<file path="src/rtl/clt_pkg.sv">
package clt_pkg;

  // buffer and argument limits
  localparam int BUF_DEPTH = 128;
  localparam int MAX_ARGS  = 16;

  // write position never passes BUF_DEPTH-1
  localparam int PosW = $clog2(BUF_DEPTH);
  localparam int TokW = $clog2(MAX_ARGS + 1);

  // fixed result field widths
  localparam int CharW   = 8;
  localparam int OffsetW = 7;
  localparam int CountW  = 5;

  // output queue, power of two, at least two entries
  localparam int FifoDepth = 4;
  localparam int FifoPtrW  = $clog2(FifoDepth);
  localparam int FifoCntW  = $clog2(FifoDepth + 1);

  localparam logic [CharW-1:0] CharNul       = 8'h00;
  localparam logic [CharW-1:0] CharSpace     = 8'h20;
  localparam logic [CharW-1:0] CharQuote     = 8'h22;
  localparam logic [CharW-1:0] CharBackslash = 8'h5C;

  typedef struct packed {
    logic            esc;
    logic            quotes;
    logic            expect_tok;
    logic            held;
    logic [PosW-1:0] wpos;
    logic [TokW-1:0] tokens;
    logic            ovf;
  } tok_state_t;

  localparam tok_state_t StateReset = '{
    esc: 1'b0, quotes: 1'b0, expect_tok: 1'b1, held: 1'b0,
    wpos: '0, tokens: '0, ovf: 1'b0
  };

  typedef struct packed {
    logic [CharW-1:0]   out_char;
    logic [OffsetW-1:0] buf_offset;
    logic               token_begin;
    logic [CountW-1:0]  arg_count;
    logic               line_done;
    logic               overflow;
  } result_t;

  // core -> queue push controls
  typedef struct packed {
    logic first;
    logic second;
  } push_t;

  // queue -> core status
  typedef struct packed {
    logic room2;
  } fifo_status_t;

endpackage

</file>
<file path="src/rtl/clt_in_if.sv">
interface clt_in_if;
  logic       valid;
  logic       ready;
  logic [7:0] char_in;
  logic       line_end;

  modport source (output valid, output char_in, output line_end, input ready);
  modport sink (input valid, input char_in, input line_end, output ready);
endinterface

</file>
<file path="src/rtl/clt_out_if.sv">
interface clt_out_if;
  logic       valid;
  logic       ready;
  logic [7:0] out_char;
  logic [6:0] buf_offset;
  logic       token_begin;
  logic [4:0] arg_count;
  logic       line_done;
  logic       overflow;

  modport source (
    output valid, output out_char, output buf_offset, output token_begin,
    output arg_count, output line_done, output overflow, input ready
  );
  modport sink (
    input valid, input out_char, input buf_offset, input token_begin,
    input arg_count, input line_done, input overflow, output ready
  );
endinterface

</file>
<file path="src/rtl/clt_core.sv">
module clt_core (
  input  logic                  clk,
  input  logic                  rst,
  clt_in_if.sink                char_ch,
  input  clt_pkg::fifo_status_t status,
  output clt_pkg::push_t        push,
  output clt_pkg::result_t      res0,
  output clt_pkg::result_t      res1
);

  typedef struct packed {
    clt_pkg::tok_state_t st;
    logic                ok;
    clt_pkg::result_t    res;
  } store_ret_t;

  clt_pkg::tok_state_t st;
  clt_pkg::tok_state_t st_next;
  logic                v0;
  logic                v1;
  logic                acc;

  function automatic clt_pkg::result_t mk_result(clt_pkg::tok_state_t s,
                                                 logic [clt_pkg::CharW-1:0] ch,
                                                 logic begin_f, logic done);
    clt_pkg::result_t r;
    r.out_char    = ch;
    r.buf_offset  = clt_pkg::OffsetW'(s.wpos);
    r.token_begin = begin_f;
    r.arg_count   = clt_pkg::CountW'(s.tokens);
    r.line_done   = done;
    r.overflow    = s.ovf;
    return r;
  endfunction

  function automatic store_ret_t store_byte(clt_pkg::tok_state_t s,
                                            logic [clt_pkg::CharW-1:0] ch);
    store_ret_t r;
    logic       begin_f;
    r.st    = s;
    r.ok    = 1'b0;
    r.res   = '0;
    begin_f = 1'b0;
    if (s.wpos >= clt_pkg::PosW'(clt_pkg::BUF_DEPTH - 1)) begin
      r.st.ovf        = 1'b1;
      r.st.expect_tok = 1'b0;
    end else begin
      if (s.expect_tok) begin
        r.st.expect_tok = 1'b0;
        if (s.tokens < clt_pkg::TokW'(clt_pkg::MAX_ARGS)) begin
          r.st.tokens = s.tokens + clt_pkg::TokW'(1);
          begin_f     = 1'b1;
        end
      end
      r.res     = mk_result(r.st, ch, begin_f, 1'b0);
      r.ok      = 1'b1;
      r.st.wpos = s.wpos + clt_pkg::PosW'(1);
    end
    return r;
  endfunction

  function automatic store_ret_t store_sep(clt_pkg::tok_state_t s);
    store_ret_t r;
    r.st  = s;
    r.ok  = 1'b0;
    r.res = '0;
    if (s.wpos >= clt_pkg::PosW'(clt_pkg::BUF_DEPTH - 1)) begin
      r.st.ovf = 1'b1;
    end else begin
      r.res     = mk_result(s, clt_pkg::CharNul, 1'b0, 1'b0);
      r.ok      = 1'b1;
      r.st.wpos = s.wpos + clt_pkg::PosW'(1);
    end
    return r;
  endfunction

  function automatic store_ret_t handle_char(clt_pkg::tok_state_t s,
                                             logic [clt_pkg::CharW-1:0] c);
    store_ret_t r;
    r.st  = s;
    r.ok  = 1'b0;
    r.res = '0;
    if (c == clt_pkg::CharBackslash) begin
      if (s.quotes) begin
        r.st.held = 1'b1;
      end else if (s.esc) begin
        s.esc = 1'b0;
        r     = store_byte(s, c);
      end else begin
        r.st.esc = 1'b1;
      end
    end else if (c == clt_pkg::CharQuote) begin
      if (s.esc) begin
        s.esc = 1'b0;
        r     = store_byte(s, c);
      end else begin
        r.st.quotes = ~s.quotes;
      end
    end else if (c == clt_pkg::CharSpace) begin
      if (s.esc) begin
        s.esc = 1'b0;
        r     = store_byte(s, c);
      end else if (!s.quotes) begin
        if (!s.expect_tok) begin
          s.expect_tok = 1'b1;
          r            = store_sep(s);
        end
      end else begin
        r = store_byte(s, c);
      end
    end else begin
      r = store_byte(s, c);
    end
    return r;
  endfunction

  always_comb begin
    store_ret_t          sr;
    clt_pkg::tok_state_t s;
    clt_pkg::result_t    term;
    s    = st;
    v0   = 1'b0;
    v1   = 1'b0;
    res0 = '0;
    res1 = '0;
    sr   = '0;
    term = '0;
    if (char_ch.line_end) begin
      if (s.held) begin
        s.held = 1'b0;
        sr     = store_byte(s, clt_pkg::CharBackslash);
        s      = sr.st;
        v0     = sr.ok;
        res0   = sr.res;
      end
      term = mk_result(s, clt_pkg::CharNul, 1'b0, 1'b1);
      if (v0) begin
        v1   = 1'b1;
        res1 = term;
      end else begin
        v0   = 1'b1;
        res0 = term;
      end
      s = clt_pkg::StateReset;
    end else if (char_ch.char_in != clt_pkg::CharNul) begin
      if (s.held && char_ch.char_in == clt_pkg::CharQuote) begin
        // escaped quote inside quotes
        s.held = 1'b0;
        sr     = store_byte(s, char_ch.char_in);
        s      = sr.st;
        v0     = sr.ok;
        res0   = sr.res;
      end else begin
        if (s.held) begin
          s.held = 1'b0;
          sr     = store_byte(s, clt_pkg::CharBackslash);
          s      = sr.st;
          v0     = sr.ok;
          res0   = sr.res;
        end
        sr = handle_char(s, char_ch.char_in);
        s  = sr.st;
        if (sr.ok) begin
          if (v0) begin
            v1   = 1'b1;
            res1 = sr.res;
          end else begin
            v0   = 1'b1;
            res0 = sr.res;
          end
        end
      end
    end
    st_next = s;
  end

  assign char_ch.ready = status.room2;
  assign acc           = char_ch.valid && status.room2;
  assign push.first    = acc && v0;
  assign push.second   = acc && v1;

  always_ff @(posedge clk) begin
    if (rst) begin
      st <= clt_pkg::StateReset;
    end else if (acc) begin
      st <= st_next;
    end
  end

endmodule

</file>
<file path="src/rtl/clt_out_fifo.sv">
module clt_out_fifo (
  input  logic                  clk,
  input  logic                  rst,
  input  clt_pkg::push_t        push,
  input  clt_pkg::result_t      res0,
  input  clt_pkg::result_t      res1,
  output clt_pkg::fifo_status_t status,
  clt_out_if.source             result_ch
);

  clt_pkg::result_t              mem [clt_pkg::FifoDepth];
  logic [clt_pkg::FifoPtrW-1:0]  wptr;
  logic [clt_pkg::FifoPtrW-1:0]  rptr;
  logic [clt_pkg::FifoCntW-1:0]  count;
  logic                          pop;
  clt_pkg::result_t              head;

  assign pop          = result_ch.valid && result_ch.ready;
  assign status.room2 = count <= clt_pkg::FifoCntW'(clt_pkg::FifoDepth - 2);

  always_ff @(posedge clk) begin
    if (rst) begin
      wptr  <= '0;
      rptr  <= '0;
      count <= '0;
    end else begin
      wptr  <= wptr + clt_pkg::FifoPtrW'(push.first) + clt_pkg::FifoPtrW'(push.second);
      rptr  <= rptr + clt_pkg::FifoPtrW'(pop);
      count <= count + clt_pkg::FifoCntW'(push.first) + clt_pkg::FifoCntW'(push.second)
               - clt_pkg::FifoCntW'(pop);
    end
  end

  // second entry always lands after the first
  always_ff @(posedge clk) begin
    if (push.first) begin
      mem[wptr] <= res0;
    end
    if (push.second) begin
      mem[wptr + clt_pkg::FifoPtrW'(1)] <= res1;
    end
  end

  assign head                  = mem[rptr];
  assign result_ch.valid       = count != '0;
  assign result_ch.out_char    = head.out_char;
  assign result_ch.buf_offset  = head.buf_offset;
  assign result_ch.token_begin = head.token_begin;
  assign result_ch.arg_count   = head.arg_count;
  assign result_ch.line_done   = head.line_done;
  assign result_ch.overflow    = head.overflow;

endmodule

</file>
<file path="src/rtl/command_line_tokenizer_unit.sv">
// Channel    Dir  Payload                                          Accept
// char_ch    in   char_in[7:0], line_end                           valid && ready
// result_ch  out  out_char, buf_offset, token_begin, arg_count,    valid && ready
//                 line_done, overflow
//
// One character per cycle while char_ch.ready is high. Each character is
// decoded in the cycle it is taken and yields zero, one or two result
// items, written into a 4-entry output queue; the queue drains one item
// per cycle while result_ch.ready is high.
// char_ch.ready is high while the queue has room for two items; it depends
// only on registered queue occupancy, never combinationally on result_ch.ready.
// Synchronous active-high rst returns the tokenizer state to line start and
// empties the queue; no clearing pass.
module command_line_tokenizer_unit (
  input  logic      clk,
  input  logic      rst,
  clt_in_if.sink    char_ch,
  clt_out_if.source result_ch
);

  clt_pkg::push_t        push;
  clt_pkg::fifo_status_t status;
  clt_pkg::result_t      res0;
  clt_pkg::result_t      res1;

  // decode + quoting / escape state
  clt_core u_core (
    .clk    (clk),
    .rst    (rst),
    .char_ch(char_ch),
    .status (status),
    .push   (push),
    .res0   (res0),
    .res1   (res1)
  );

  // result queue, also the output register
  clt_out_fifo u_fifo (
    .clk      (clk),
    .rst      (rst),
    .push     (push),
    .res0     (res0),
    .res1     (res1),
    .status   (status),
    .result_ch(result_ch)
  );

`ifndef SYNTHESIS
  // second slot is only used behind the first
  a_push_order: assert property (@(posedge clk) disable iff (rst)
    push.second |-> push.first)
    else $error("second result pushed without first");

  // a line end always produces the terminator
  a_line_term: assert property (@(posedge clk) disable iff (rst)
    (char_ch.valid && char_ch.ready && char_ch.line_end) |-> push.first)
    else $error("line end accepted without terminator");

  // input backpressure only comes from a non-empty queue
  a_stall_cause: assert property (@(posedge clk) disable iff (rst)
    !char_ch.ready |-> result_ch.valid)
    else $error("input stalled with empty result queue");
`endif

endmodule
</file>
<file path="src/flat_wrapper.sv">
// flat-port wrapper written by rule: the top's interface ports become plain ports
module command_line_tokenizer_unit_flat 
  (clk, rst, char_ch_valid, char_ch_char_in, char_ch_line_end, char_ch_ready, result_ch_valid, result_ch_out_char, result_ch_buf_offset, result_ch_token_begin, result_ch_arg_count, result_ch_line_done, result_ch_overflow, result_ch_ready);
  clt_in_if char_ch_i ();
  clt_out_if result_ch_i ();
  input  logic clk;
  input  logic rst;
  input wire logic [$bits(char_ch_i.valid)-1:0] char_ch_valid;
  input wire logic [$bits(char_ch_i.char_in)-1:0] char_ch_char_in;
  input wire logic [$bits(char_ch_i.line_end)-1:0] char_ch_line_end;
  output wire logic [$bits(char_ch_i.ready)-1:0] char_ch_ready;
  output wire logic [$bits(result_ch_i.valid)-1:0] result_ch_valid;
  output wire logic [$bits(result_ch_i.out_char)-1:0] result_ch_out_char;
  output wire logic [$bits(result_ch_i.buf_offset)-1:0] result_ch_buf_offset;
  output wire logic [$bits(result_ch_i.token_begin)-1:0] result_ch_token_begin;
  output wire logic [$bits(result_ch_i.arg_count)-1:0] result_ch_arg_count;
  output wire logic [$bits(result_ch_i.line_done)-1:0] result_ch_line_done;
  output wire logic [$bits(result_ch_i.overflow)-1:0] result_ch_overflow;
  input wire logic [$bits(result_ch_i.ready)-1:0] result_ch_ready;
  assign char_ch_i.valid = char_ch_valid;
  assign char_ch_i.char_in = char_ch_char_in;
  assign char_ch_i.line_end = char_ch_line_end;
  assign char_ch_ready = char_ch_i.ready;
  assign result_ch_valid = result_ch_i.valid;
  assign result_ch_out_char = result_ch_i.out_char;
  assign result_ch_buf_offset = result_ch_i.buf_offset;
  assign result_ch_token_begin = result_ch_i.token_begin;
  assign result_ch_arg_count = result_ch_i.arg_count;
  assign result_ch_line_done = result_ch_i.line_done;
  assign result_ch_overflow = result_ch_i.overflow;
  assign result_ch_i.ready = result_ch_ready;
  command_line_tokenizer_unit u_core (.clk(clk), .rst(rst), .char_ch(char_ch_i), .result_ch(result_ch_i));
endmodule
</file>
<file path="config.mk">
export PLATFORM = sky130hd
export DESIGN_NAME = command_line_tokenizer_unit_flat
export DESIGN_NICKNAME = d
export VERILOG_FILES = /design/src/rtl/clt_pkg.sv /design/src/rtl/clt_in_if.sv /design/src/rtl/clt_out_if.sv /design/src/rtl/clt_core.sv /design/src/rtl/clt_out_fifo.sv /design/src/rtl/command_line_tokenizer_unit.sv /design/src/flat_wrapper.sv
export SDC_FILE = /design/constraint.sdc
export NUM_CORES = 1
export LEC_CHECK = 0
export BUFFER_PORTS_ARGS = -buffer_cell sky130_fd_sc_hd__buf_2
export CAP_MARGIN = 20
export CELL_PAD_IN_SITES_DETAIL_PLACEMENT = 0
export CELL_PAD_IN_SITES_GLOBAL_PLACEMENT = 1
export CORE_MARGIN = 1
export CORE_UTILIZATION = 40
export CTS_CLUSTER_SIZE = 16
export DETAILED_ROUTE_END_ITERATION = 10
export PLACE_DENSITY_LB_ADDON = 0.1
export REMOVE_ABC_BUFFERS = 1
export SYNTH_ARGS = -nofsm -noshare
export SYNTH_HDL_FRONTEND = slang
export SYNTH_SLANG_ARGS = --single-unit
</file>
<file path="constraint.sdc">
create_clock -name clk -period 5.8 [get_ports clk]
set_input_delay 1.16 -clock clk [delete_from_list [all_inputs] [get_ports clk]]
set_output_delay 1.16 -clock clk [all_outputs]
set_load 0.02 [all_outputs]
</file>
==> key figures, run 1 <==
Yosys
  • Synth Instances: 640
  • EDFF count, synth: 92
  • Avg Inst Size Synth: 10.5 µm²
  • Seq cells post-synth: around 120
  • Fraction of registers with async set/reset: 0
  • Cell area after synthesis: between 0.006 and 0.007 mm²
  • Dominant synthesized flop cell: edfxtp_1
  • Distinct cells, synth: around 70
  • Synth warnings: 0
  • Seq/Total Area, Yosys: 0.480

Setup path
  • CP Data Arrival Time: 5.56 ns
  • CP Max Fanout: 11
  • CP Launch Type: flip-flop
  • Critical Path End Type: flip-flop
  • Critical Path RT: between 6 and 7 ns
  • CP Class: flip-flop to flip-flop

Timing
  • Fin. Hold Viols: 0
  • Min cycle time layout: 5.27 ns
  • Slew Viols, Final: 0
  • Slew HR: 0.349
  • Final Skew: 0.00813 ns
  • RSZ-0062 raised after global routing: no
  • Setup Total Neg Slack: 0 ns
  • Post-route clock period utilization: 0.908
  • Measured slew at the worst slew-check pin: 0.977 ns
  • Fmax: 0.190 GHz
  • Finish-stage setup viols: 0

Hold path
  • Hold WC Path Type: flip-flop to flip-flop

Placement
  • Number of buffers added on ports: 37
  • Detailed Place HPWL: 13600 µm
  • Routability Congestion: around 0.86

Power and ir drop
  • Worst vdd ir: 0.000197 V
  • Leakage: 2.75 nW
  • Pwr Density: approximately 360 mW/mm²

Clocking
  • Post-CTS setup repair buffer count: 0
  • Clock buffer depth: 2
  • Clock Latency Late Sink: 0.42 ns
  • Root buffer cell: clkbuf_16
  • # hold bufs at CTS: 0
  • CTS tree: done
  • Num Clock Sinks: between 100 and 150
  • Inserted Clock Buffers: 17
  • Post-cts resize count: 0
  • H-tree Lvls: 4
  • Clk pin slew, worst setup/hold paths: 0.06 ns

Floorplanning
  • Rows: 47
  • Die W: around 130 µm
  • DIE HEIGHT: 132 µm
  • Num ports: 38
  • Core footprint: 0.0165 mm²
  • Initial core utilization: 0.408
  • Die area: ~0.017 mm²

Route
  • Routed WL: 19700 µm
  • Vias per cell: 6.07
  • DR iter-0 viols: 472
  • Vias: around 5.5k
  • Post-route antenna net violation count: 0
  • 1st-pass router iterations: 5
  • DRC errors left: 0
  • WL/cell: 21.8 µm

Global route
  • Initial antenna violation count: 1
  • Vias in the first global route: 5128
  • First-pass GRT wire length: 30400 µm
  • All-Layer GR Usage: 0.235
  • Largest net degree at the start of global routing: 34
  • GR Overflow Total: 0

Cells and area
  • Area grow syn2layout: 15.0%
  • Layout Utilization: 0.470
  • Share of cells above drive strength 1: 0.207
  • Layout Nets: 693

Flow run
  • Max-cap violations: 0

Outcome
  • Run status: completed
==> routing by layer <==
| layer | track usage | vias to the layer above | wire, µm |
|---|---|---|---|
| li1 | - | 2529 | - |
| met1 | 0.338 | 2708 | 8940 |
| met2 | 0.362 | 222 | 9200 |
| met3 | 0.0423 | 19 | 1330 |
| met4 | 0.0672 | 0 | 223 |
| met5 | 0 | - | 0 |
==> layout make-up <==
| type | count | area [µm²] |
|---|---|---|
| Timing Repair Buffer | 55 | 320 |
| Inverter | 10 | 42.5 |
| Clock inverter | 14 | 128 |
| Tap cell | 220 | 275 |
| Antenna cell | 1 | 2.50 |
| Sequential cell | 116 | 3240 |
| Fill cell | 1594 | 8760 |
| Multi-Input combinational cell | 468 | 3320 |
| Clock buffer | 18 | 429 |
==> critical path, cell delays in order (launching register included) <==
cell and delay [ns]:
dfxtp_1 0.52, ha_1 0.38, a21o_1 0.20, and3_1 0.47, clkinv_1 0.34, ha_1 0.38, mux2_2 0.34, ha_1 0.24
o211ai_2 0.22, a31oi_2 0.20, or3_4 0.44, ha_1 0.28, inv_1 0.05, fa_1 0.44, fa_1 0.41, xor2_1 0.16
nor2_1 0.05
==> power by group <==
group / total, mW / internal, mW / leakage [nW] / switching (mW)
registers: 1.10 / 1.01 / 1.07 / 0.0883
clock network: 0.999 / 0.591 / 0.263 / 0.407
logic: 0.689 / 0.286 / 1.42 / 0.402
==> sequential cells by signal, summed over array words and instances (netlist names) <==
name	cells
u_core.u_core.st	17
u_core.u_fifo.count	3
u_core.u_fifo.mem	92
u_core.u_fifo.rptr	2
u_core.u_fifo.wptr	2
==> cell usage after synthesis (11+ instances only) <==
cell	n	share of area
edfxtp_1	92	0.41
o21ai_0	61	0.045
nand2_1	58	0.032
nor2_1	55	0.031
a21oi_1	32	0.024
clkbuf_1	28	0.016
o22ai_1	25	0.023
dfxtp_1	24	0.071
mux4_2	23	0.077
mux2i_1	17	0.025
nand3_1	15	0.011
a31oi_1	12	0.011
buf_2	12	0.0089
o31ai_1	11	0.012
==> final timing paths <==
| path | from | endpoint | slack (ns) | cells after the start |
|---|---|---|---|---|
| min | u_core.u_core.st[14] | u_core.u_core.st[14] | 0.59 | 1 |
| max | u_core.u_core.st[7] | u_core.u_fifo.count[2] | 0.53 | 16 |
| min reg2reg | u_core.u_core.st[14] | u_core.u_core.st[14] | 0.59 | 1 |
| max reg2reg | u_core.u_core.st[7] | u_core.u_fifo.count[2] | 0.53 | 16 |
==> stage by stage <==
stage               power (mW)  cell area (µm²)  instances  setup WS, ns  hold slack, ns
floorplan                 1.56             6560        594         0.516           0.502
global placement          1.80             7200        869         0.808           0.550
detailed placement        1.81             7200        869         0.581           0.566
CTS                       2.81             7760        901         0.556           0.581
global route              2.90             7760        901         0.218           0.603
finish                    2.79             7760        902         0.533           0.588
==> placed cells by master (no fill, tap or decap), types with 8 or more instances in the layout <==
| cell | Yosys | final |
|---|---|---|
| edfxtp_1 | 92 | 92 |
| a21oi_1 | 32 | 32 |
| nor2b_1 | 10 | 10 |
| o21ai_1 | 7 | 8 |
| mux2i_1 | 17 | 17 |
| dfxtp_1 | 24 | 23 |
| ha_1 | 9 | 9 |
| o22ai_1 | 25 | 25 |
| o31ai_1 | 11 | 9 |
| o21ai_0 | 61 | 60 |
| buf_4 | 0 | 18 |
| nand3_1 | 15 | 15 |
| nand2_1 | 58 | 58 |
| buf_2 | 12 | 37 |
| a31oi_1 | 12 | 12 |
| nor2_1 | 55 | 53 |
| xnor2_1 | 10 | 10 |
| clkbuf_16 | 0 | 17 |
| nor3_1 | 10 | 10 |
| mux4_2 | 23 | 23 |
==> kinds of logic after synthesis <==
group           synth area share
simple gates               0.157
compound gates             0.179
flops                      0.480
buf+inv                   0.0343
mux                        0.106
xor+xnor                  0.0182
fa+ha+maj                 0.0256
Power figures use the tool's default switching activity.
==> run 2: changes to the inputs <==
CORE_UTILIZATION = 44   (was 40)
==> run 2 against run 1 <==
Effect of this change:
- maximum frequency rose by 6.1%
- die area decreased by 9.0%
- clock power is 8% higher
- hold slack worse by 0.0044 ns
- register-to-register slack improved by 0.30 ns
- largest power group unchanged
- via count fell by 1.2%
- critical endpoint unchanged
- utilization is 5.8 points higher
==> key figures, run 2 (synthesis gave the netlist of run 1 again) <==
Route
  • Met2 WL: 8570 µm (-6.8%)
  • WL/cell: 21.7 µm (-0.67%)
  • Routed WL: 18800 µm (-4.4%)
  • 1st-pass router iterations: 5 (unchanged)
  • DRC errors left: 0 (unchanged)
  • Top sig layer: met4
  • DR iter-0 viols: 510 (+8.1%)
  • Vias per cell: 6.24 (+2.7%)
  • Vias: 5412 (-1.2%)
  • WL met1: 8810 µm (-1.4%)
  • Length of routed met3 wiring: 1130 µm (-15%)
  • Post-route antenna net violation count: 0 (unchanged)

Cells and area
  • Largest register by flop count: u_core.u_fifo.mem
  • Largest regs: u_core.u_fifo.mem: 92 flops, u_core.u_core.st: 17 flops, u_core.u_fifo.count: 3 flops
  • Register area: 0.00324 mm² (unchanged)
  • Most frequent cells in the layout: edfxtp_1, o21ai_0, nand2_1, nor2_1, buf_2
  • Layout Nets: 695 (+0.29%)
  • Fill cells: 1330 (-17%)
  • Max reg flops: 92 (unchanged)
  • Area grow syn2layout: 15.3%
  • Share of cells above drive strength 1: 0.209 (+0.00232)
  • Multi-input logic area: 0.00332 mm² (unchanged)
  • Commonest non-fill, non-tap cell in the layout: edfxtp_1

Power and ir drop
  • Seq pwr share: 0.384 (-0.010)
  • Leakage: 2.78 nW (+0.95%)
  • Psw: 0.879 mW (-2.1%)
  • Combinational group share of total power: 0.238 (-0.009)
  • Pwr Density: 367 mW/mm² (+2.2%)
  • Worst vdd ir: 0.000192 V (-2.6%)
  • Clock network power share: 0.377 (+0.018)
  • Internal power: 1.97 mW (+4.6%)
  • Net Sw Frac: 0.308 (-0.0142)

Clocking
  • CTS tree: done
  • H-tree Lvls: 4 (unchanged)
  • Num Clock Sinks: 116 (unchanged)
  • # hold bufs at CTS: 0 (unchanged)
  • Inserted Clock Buffers: 17 (unchanged)
  • Post-cts resize count: 0 (unchanged)
  • Post-CTS setup repair buffer count: 0 (unchanged)
  • Root buffer cell: clkbuf_16
  • Clock Latency Late Sink: 0.43 ns (about the same)
  • Clock buffer depth: 2 (unchanged)
  • Clk pin slew, worst setup/hold paths: 0.06 ns (about the same)

Timing
  • Final setup margin: 0.834 ns (+0.301 ns)
  • Final Skew: 0.0111 ns (+0.00292 ns)
  • Fmax: 0.201 GHz (+6.1%)
  • Slew HR: 0.363 (+0.0141)
  • Min cycle time layout: 4.97 ns (-0.301 ns)
  • Slew Viols, Final: 0 (unchanged)
  • RSZ-0062 raised after global routing: no
  • Setup Total Neg Slack: 0 ns (unchanged)
  • Finish-stage setup viols: 0 (unchanged)
  • Fin. Hold Viols: 0 (unchanged)
  • Measured slew at the worst slew-check pin: 0.956 ns (-0.0212 ns)
  • Post-route clock period utilization: 0.856 (-0.0518)

Floorplanning
  • Die area: 0.0158 mm² (-9.0%)
  • Die W: 126 µm (-4.6%)
  • Initial core utilization: 0.458 (+0.0490)
  • DIE HEIGHT: 126 µm (-4.6%)
  • Rows: 44 (-6.4%)
  • Core footprint: 0.0148 mm² (-11%)
  • Num ports: 38 (unchanged)

Placement
  • Number of buffers added on ports: 37 (unchanged)
  • Routability Congestion: 0.917 (+6.3%)
  • Detailed Place HPWL: 12900 µm (-5.1%)
  • Dpl ws: 0.894 ns (+0.313 ns)

Setup path
  • Buf+Inv Stages, Crit Path: 3 (+1)
  • CP Launch Type: flip-flop
  • CP Class: flip-flop to flip-flop
  • CP Max Fanout: 11 (unchanged)
  • Critical Path End Type: flip-flop
  • Slowest stage delay, CP: 0.50 ns (-0.02 ns)
  • Critical Path RT: 6.09 ns (about the same)
  • CP Data Arrival Time: 5.26 ns (-0.30 ns)
  • Crit-path cells: ha_1 > a21o_1 > and3_1 > buf_4 > clkinv_1 > ha_1 > mux2_2 > ha_1 > o211ai_2 > a31oi_2 > or3_4 > ha_1 > inv_1 > fa_1 > fa_1 > xor2_1 > nor2_1
  • Worst Setup SP: u_core.u_core.st[7]
  • Crit path max-delay family: adder cells
  • CP max stage cell: dfxtp_1
  • CP most frequent cell: ha_1
  • Reg2reg start: u_core.u_core.st[7]

Global route
  • All-Layer GR Usage: 0.253 (+0.0182)
  • Initial antenna violation count: 0 (-1)
  • Vias in the first global route: 5251 (+2.4%)
  • Largest net degree at the start of global routing: 29 (-15%)
  • First-pass GRT wire length: 30000 µm (-1.2%)
  • GR Overflow Total: 0 (unchanged)

Flow run
  • Max-cap violations: 0 (unchanged)

Hold path
  • Origin of the worst min-delay path: u_core.u_core.st[14]
  • Hold WC Path Type: flip-flop to flip-flop

Outcome
  • Run status: completed
## run 2: cell count changes in the layout (fill, tap and decap cells not counted)
cell,change
clkinv_2,-2
inv_6,-2
bufinv_16,+2
clkinv_1,+1
buf_4,+2
clkbuf_1,-1
clkinv_4,+1
clkinvlp_4,+1
## run 2: final timing paths
path | to | slack [ns] | cells after the start
setup / recovery | u_core.u_fifo.count[2] | 0.83 | 17
hold / removal | u_core.u_core.st[14] | 0.58 | 1
setup reg to reg | u_core.u_fifo.count[2] | 0.83 | 17
hold reg to reg | u_core.u_core.st[14] | 0.58 | 1
## run 2: final cells by class
class,count,share of cell area
multi-input cells,468,0.427
flip-flops and latches,116,0.417
repair buffers,57,0.0431
inverters,10,0.00547
clock inverters,15,0.0232
diodes,1,0.000322
well taps,184,0.0296
clock buffers,17,0.0547
## run 2: layer usage
layer	track usage	up-vias
met2	0.383	217
met1	0.362	2647
met5	0	-
met3	0.0497	24
li1	-	2524
met4	0.0886	0
## run 2: metrics by stage
stage | std cells | utilization | power, mW | hold WS, ns | cell area [µm²]
after floorplan | 594 | - | 1.56 | 0.502 | 6560
after detailed placement | 835 | 0.486 | 1.80 | 0.560 | 7170
after global routing | 867 | 0.527 | 2.99 | 0.616 | 7780
after CTS | 867 | 0.527 | 2.89 | 0.580 | 7780
final | 868 | 0.527 | 2.85 | 0.583 | 7780
after global placement | 834 | 0.486 | 1.79 | 0.570 | 7170
## run 2: power by group through the flow
stage | clock network, mW | registers, mW | logic, mW
floorplan | 0 | 1.10 | 0.461
global placement | 0 | 1.11 | 0.684
detailed placement | 0 | 1.12 | 0.688
CTS | 1.10 | 1.10 | 0.693
global route | 1.13 | 1.11 | 0.744
finish | 1.08 | 1.10 | 0.680
